<file path="config.mk">
export PLATFORM = sky130hd
export DESIGN_NAME = pcsib_ctrl
export DESIGN_NICKNAME = d
export VERILOG_FILES = /design/src/hw/rtl/pcsib_pkg.sv /design/src/hw/rtl/pcsib_ctrl.sv
export SDC_FILE = /design/constraint.sdc
export NUM_CORES = 1
export LEC_CHECK = 0
export ABC_AREA = 1
export BUFFER_PORTS_ARGS = -buffer_cell sky130_fd_sc_hd__buf_2
export CAP_MARGIN = 20
export CORE_MARGIN = 5
export CORE_UTILIZATION = 35
export CTS_BUF_LIST = sky130_fd_sc_hd__clkbuf_2 sky130_fd_sc_hd__clkbuf_4 sky130_fd_sc_hd__clkbuf_8
export CTS_CLUSTER_DIAMETER = 30
export DETAILED_ROUTE_END_ITERATION = 6
export GPL_TIMING_DRIVEN = 1
export HOLD_SLACK_MARGIN = 0.06
export PLACE_DENSITY = 0.71
export SLEW_MARGIN = 5
export SYNTH_ARGS = -nofsm -noshare
export SYNTH_HDL_FRONTEND = slang
export SYNTH_SLANG_ARGS = --single-unit
export TNS_END_PERCENT = 100
</file>
<file path="constraint.sdc">
create_clock -name clk -period 3.2 [get_ports clk]
set_clock_uncertainty 0.2 [all_clocks]
set_input_delay 0.16 -clock clk [delete_from_list [all_inputs] [get_ports clk]]
set_output_delay 0.16 -clock clk [all_outputs]
set_load 0.01 [all_outputs]
</file>
<file path="src/hw/rtl/pcsib_pkg.sv">
// shared types and constants for the per-category sorted index builder
package pcsib_pkg;

  localparam int MAX_JOBS_DEF  = 256;
  localparam int CAT_COUNT_DEF = 6;
  localparam int YIELD_INPUTS  = 6;
  localparam int YIELD_W       = 16;
  localparam int SCORE_W       = 15;
  localparam int ID_OUT_W      = 8;
  localparam int QCAT_W        = 3;
  localparam int QRANK_W       = 8;
  localparam int LEN_OUT_W     = 9;
  localparam int ENTRY_W       = ID_OUT_W + SCORE_W;
  localparam int IN_DATA_W     = 112;
  localparam int OUT_DATA_W    = 56;

  typedef enum logic [1:0] {
    OP_CLEAR = 2'd0,
    OP_LOAD  = 2'd1,
    OP_QUERY = 2'd2,
    OP_NONE  = 2'd3
  } op_t;

  typedef struct packed {
    logic accept;
    logic clear;
    logic dispatch;
    logic cat_init;
    logic cat_next;
    logic k_init;
    logic rd_step;
    logic wr_new;
    logic wr_shift;
    logic cnt_inc;
    logic q_rd;
    logic out_load;
  } pcsib_cmd_t;

  typedef struct packed {
    op_t  op;
    logic full;
    logic ins_ok;
    logic k_zero;
    logic stop;
    logic last_cat;
    logic out_free;
  } pcsib_stat_t;

endpackage

</file>
<file path="src/hw/rtl/pcsib_ctrl.sv">
// sequencing state machine for loads, queries and clears
module pcsib_ctrl
  import pcsib_pkg::*;
(
  input  logic        clk,
  input  logic        rst_n,
  input  logic        in_fire,
  input  pcsib_stat_t stat,
  output pcsib_cmd_t  cmd,
  output logic        idle
);

  typedef enum logic [7:0] {
    S_IDLE = 8'b0000_0001,
    S_DISP = 8'b0000_0010,
    S_CAT  = 8'b0000_0100,
    S_STEP = 8'b0000_1000,
    S_CMP  = 8'b0001_0000,
    S_NEXT = 8'b0010_0000,
    S_FIN  = 8'b0100_0000,
    S_DONE = 8'b1000_0000
  } state_t;

  state_t state_r, state_nxt;

  always_ff @(posedge clk) begin
    if (!rst_n) begin
      state_r <= S_IDLE;
    end else begin
      state_r <= state_nxt;
    end
  end

  assign idle = (state_r == S_IDLE);

  always_comb begin
    cmd       = '0;
    state_nxt = state_r;
    case (state_r)
      S_IDLE: begin
        if (in_fire) begin
          cmd.accept = 1'b1;
          state_nxt  = S_DISP;
        end
      end
      S_DISP: begin
        cmd.dispatch = 1'b1;
        case (stat.op)
          OP_CLEAR: begin
            cmd.clear = 1'b1;
            state_nxt = S_DONE;
          end
          OP_LOAD: begin
            if (stat.full) begin
              state_nxt = S_DONE;
            end else begin
              cmd.cat_init = 1'b1;
              state_nxt    = S_CAT;
            end
          end
          OP_QUERY: begin
            cmd.q_rd  = 1'b1;
            state_nxt = S_DONE;
          end
          default: state_nxt = S_DONE;
        endcase
      end
      S_CAT: begin
        if (stat.ins_ok) begin
          cmd.k_init = 1'b1;
          state_nxt  = S_STEP;
        end else begin
          state_nxt = S_NEXT;
        end
      end
      S_STEP: begin
        if (stat.k_zero) begin
          cmd.wr_new = 1'b1;
          state_nxt  = S_NEXT;
        end else begin
          cmd.rd_step = 1'b1;
          state_nxt   = S_CMP;
        end
      end
      S_CMP: begin
        if (stat.stop) begin
          cmd.wr_new = 1'b1;
          state_nxt  = S_NEXT;
        end else begin
          cmd.wr_shift = 1'b1;
          state_nxt    = S_STEP;
        end
      end
      S_NEXT: begin
        if (stat.last_cat) begin
          state_nxt = S_FIN;
        end else begin
          cmd.cat_next = 1'b1;
          state_nxt    = S_CAT;
        end
      end
      S_FIN: begin
        cmd.cnt_inc = 1'b1;
        state_nxt   = S_DONE;
      end
      S_DONE: begin
        if (stat.out_free) begin
          cmd.out_load = 1'b1;
          state_nxt    = S_IDLE;
        end
      end
      default: state_nxt = S_IDLE;
    endcase
  end

endmodule

</file>
* Word level (Yosys, flattened, before mapping) *
Cells that the tools add are included.

cells by class
  mux-type cells = 31
  reductions and logical operators = 2
  equality and inequality tests = 12

operators with widths
  operator                                                          count
  8-bit case mux with 8 select lines                                1
  8-bit 2-to-1 mux                                                  4
  1-bit 2-to-1 mux                                                  20
  6-bit 2-to-1 mux                                                  3
  8-bit by 1-bit == test with 1-bit output (second input constant)  1
  8-bit by 2-bit == test with 1-bit output (second input constant)  1
  8-bit by 3-bit == test with 1-bit output (second input constant)  1
  8-bit by 4-bit == test with 1-bit output (second input constant)  1
  8-bit by 5-bit == test with 1-bit output (second input constant)  1
  8-bit by 6-bit == test with 1-bit output (second input constant)  1
  8-bit by 7-bit == test with 1-bit output (second input constant)  1
  8-bit == test (second input constant)                             1
  7-bit 2-to-1 mux                                                  1
  2-bit != test (second input constant)                             2
  3-bit 2-to-1 mux                                                  1
  2-bit by 1-bit == test with 1-bit output (second input constant)  1
  2-bit == test (second input constant)                             1
  2-bit logical NOT                                                 1
  1-bit case mux with 2 select lines                                1
  2-bit AND reduction                                               1

storage, ports and cells
  word-level logic and storage cells = 46
  input port bits = 11
  output and inout port bits = 13
  register bits = 8

* Logic depth before layout (Yosys ltp) *
  word-level depth = 3
  gate-level depth with buffers = 9
  mapped depth without buffers = 9

* Worst setup path before layout *
OpenSTA, ideal clock, no wires.

  path type = reg-to-output
  from = register state_r[5]
  to = output cmd[11] in the netlist's numbering
  data arrival time = 0.977 ns
  setup slack = 1.863 ns
  data required time = 2.840 ns
  path buffers = 0
  cell stages (with the launch flop) = 7
  path through = dfxtp_1 > inv_2 > nand2_4 > nor2_8 > and2_4 > inv_1 > nor2_1

RTL lines
  item                    RTL line          text
  from (decl)             pcsib_ctrl.sv:24  state_t state_r, state_nxt;
  from (signal assigned)  pcsib_ctrl.sv:30  state_r <= state_nxt;
  to (decl)               pcsib_ctrl.sv:9   output pcsib_cmd_t cmd,

==> results.json <==
{
  "drt_iter0_drc": 9,
  "clock_tree_from_tritoncts": "yes",
  "worstSetupEndpointType": "primary output",
  "detail_route.drc_violations": 0,
  "syn2layout_area_growth_pct": 35.55,
  "worst_pin_slew_ps": 159.7,
  "io_pins": 24,
  "syn_avg_cell_area_um2": 6.492,
  "reg.largest.list": "state_r: 8 flops",
  "switching_power_uw": 68.91,
  "coreArea_um2": 1541,
  "power.sequential.fraction_pct": 43.3,
  "count_of_maximum_capacitance_violations": 0,
  "cp-start-kind": "flop",
  "drt-wirelength-per-cell_um": 10.07,
  "ir_drop_mv": 0.1685,
  "power_switching_share_pct": 28.67,
  "critical_path.max_stage_delay_ps": 310,
  "cts_repair_resize_count": 0,
  "initial_utilization_pct": 37.91,
  "netlist-cell-type-count": 18,
  "p_per_area_nw_per_um2": 303.5,
  "syn_nets": 101,
  "n_diodes": 0,
  "leakagePower_nw": 0.4499,
  "largest_register_ff_count": 8,
  "period_share_pct": 51.99,
  "critical_path.top_delay_family": "simple AND/OR/NAND/NOR gates",
  "grt_antenna_before_repair": 0,
  "die_w_um": 50.86,
  "row_count": 14,
  "yosysSeqAreaShare_pct": 27.41,
  "port_buffers": 23,
  "critical_path_buf_inv_count": 3,
  "design.final.nets": 134,
  "path_max_fanout": 6,
  "drt-total-wl_um": 1379,
  "ys_seq_elements": 8,
  "crit_chain": "inv_2, nand2_4, nor2_8, and2_4, inv_1, nor2_1, buf_2",
  "setup_viol": 0,
  "tns_ps": 0,
  "gpl.final_weighted_congestion": 0.7856,
  "layout-drive-gt1-share_pct": 41.32,
  "outcome": "finished, final reports clean",
  "die_h_um": 50.86,
  "vias": 619,
  "holdWs_ps": 68.20,
  "cts_htree_levels": 1,
  "hold_path_class": "input port to flop",
  "ys.warnings.count": 0,
  "timing.final.hold_violations": 0,
  "cp.required_ps": 2840,
  "synthTopCellsByArea": "dfxtp_1, nand2_1, inv_1, nand2_4, nor2_1",
  "largest-register": "state_r",
  "cts.clk_slew.worst_paths_ps": 50,
  "clock_sink_count": 8,
  "cts-root-to-sink-buffers": 2,
  "dpl.hpwl_um": 1105,
  "clock_latency_ps": 260,
  "dr.pass1.iters": 4,
  "power_share_of_the_clock_group_pct": 32.9,
  "finalMaxSlewViolations": 0,
  "fmaxAchievable_ghz": 0.6011,
  "maximum_number_of_pins_on_one_net_before_global_route_repair": 7,
  "grt_use_total_pct": 11.38,
  "synth_top_area_share_pct": 27.41,
  "vias_per_cell": 4.518,
  "critPathArrivalTime_ps": 1300,
  "grt_pass1_vias": 573,
  "synth_top_area_cell": "dfxtp_1",
  "crit_path_top_delay_cell": "dfxtp_1",
  "floorplan.die_area_um2": 2587,
  "timing.final.crit_period_ps": 1664,
  "synth_cells": 90,
  "power.share.combinational_pct": 23.8,
  "root_buffer": "clkbuf_4",
  "global_route.overflow_total": 0,
  "power.internal_uw": 171.5,
  "timing.slew.headroom_pct": 89.33,
  "syn-cell-area_um2": 584.3,
  "crit_path_class": "flop to primary output",
  "unrepaired_setup_endpoints_after_global_routing": "no",
  "antenna_left": 0,
  "cts_inserted_buffers": 3,
  "grt_first_pass_wirelength_um": 2270
}
[worst reg2reg max path, delay by kind of cell, from the launching register on]
kind	cells	cell delay, ps
simple gates	6	570
buf+inv	2	110
flops	1	320
[per-stage QoR]
stage / power, mW / cells / setup slack, ps / utilization [%] / area (µm²)
2_1_floorplan: 0.1412 / 90 / 1863 / - / 584.3
3_3_place_gp: 0.1577 / 129 / 1834 / 46.67 / 719.4
3_5_place_dp: 0.1581 / 129 / 1820 / 46.67 / 719.4
4_1_cts: 0.2415 / 137 / 1534 / 51.38 / 792.0
5_1_grt: 0.2523 / 137 / 1468 / 51.38 / 792.0
6_report: 0.2404 / 137 / 1536 / 51.38 / 792.0
[cells in the final DEF, fill, tap and decap left out]
cell type and instances:
clkbuf_4 3, nand3b_1 1, nand2_1 19, inv_2 7, nor2_1 12, buf_2 23
nor2_4 1, nand2_2 3, nor3b_1 1, and2_4 1, inv_1 12, nand2_4 4
dfxtp_1 8, nor2_2 6, o21a_1 2, nand3_1 7, o21ai_0 1, nor3_1 3
nor3_2 1, dlygate4sd3_1 5, nor2_8 1
[cells by family (layout without fill, tap and decap cells)]
group / count (synthesis) / after routing / share of synthesized area [%]
AOI/OAI and AO/OA: 3 / 3 / 3.425
buffers and inverters: 19 / 50 / 12.21
and+or+nand+nor: 60 / 60 / 56.96
DFF: 8 / 8 / 27.41
[power by group through the flow]
stage	Sequential, mW	Clock (mW)	Combinational [mW]
5_1_grt	0.105	0.0848	0.0629
6_report	0.104	0.0791	0.0571
3_5_place_dp	0.106	0	0.0518
4_1_cts	0.104	0.0800	0.0573
3_3_place_gp	0.106	0	0.0515
2_1_floorplan	0.106	0	0.0351
[final timing paths]
kind | startpoint | cells past startpoint | end | slack (ps)
max | state_r[5]$_SDFFE_PN0P_ | 7 | cmd[11] | 1540
min | stat[4] | 4 | state_r[5]$_SDFFE_PN0P_ | 70
max reg2reg | state_r[2]$_SDFFE_PN0P_ | 8 | state_r[0]$_SDFFE_PN1P_ | 1890
min reg2reg | state_r[5]$_SDFFE_PN0P_ | 4 | state_r[6]$_SDFFE_PN0P_ | 410
[per-layer routing]
layer	wire length [µm]	part of all wire [%]	GRT usage, %
met2	615	45	17.77
met3	102	7.4	2.616
met1	641	46	13.73
met5	0	0	0
met4	19	1.4	7.660
[what timing repair did]
item | CTS | global route
hold buffers | 5 | 0
setup endpoints to repair | 0 | 0
setup buffers | 0 | 0
hold endpoints to repair | 8 | 0
[layout make-up]
cell class / count / area [µm²]
Tap cell: 16 / 20.02
Sequential cell: 8 / 160.2
Multi-Input combinational cell: 63 / 352.8
Fill cell: 152 / 749.5
Inverter: 19 / 71.32
Timing Repair Buffer: 28 / 165.2
Clock buffer: 3 / 22.52
[cells in the mapped netlist, drive strengths merged]
master,count
nand3,7
o21a,2
nor3,4
nor2,20
nand3b,1
and2,1
nand2,26
nor3b,1
inv,19
o21ai,1
dfxtp,8
(Power assumes the default switching activity.)
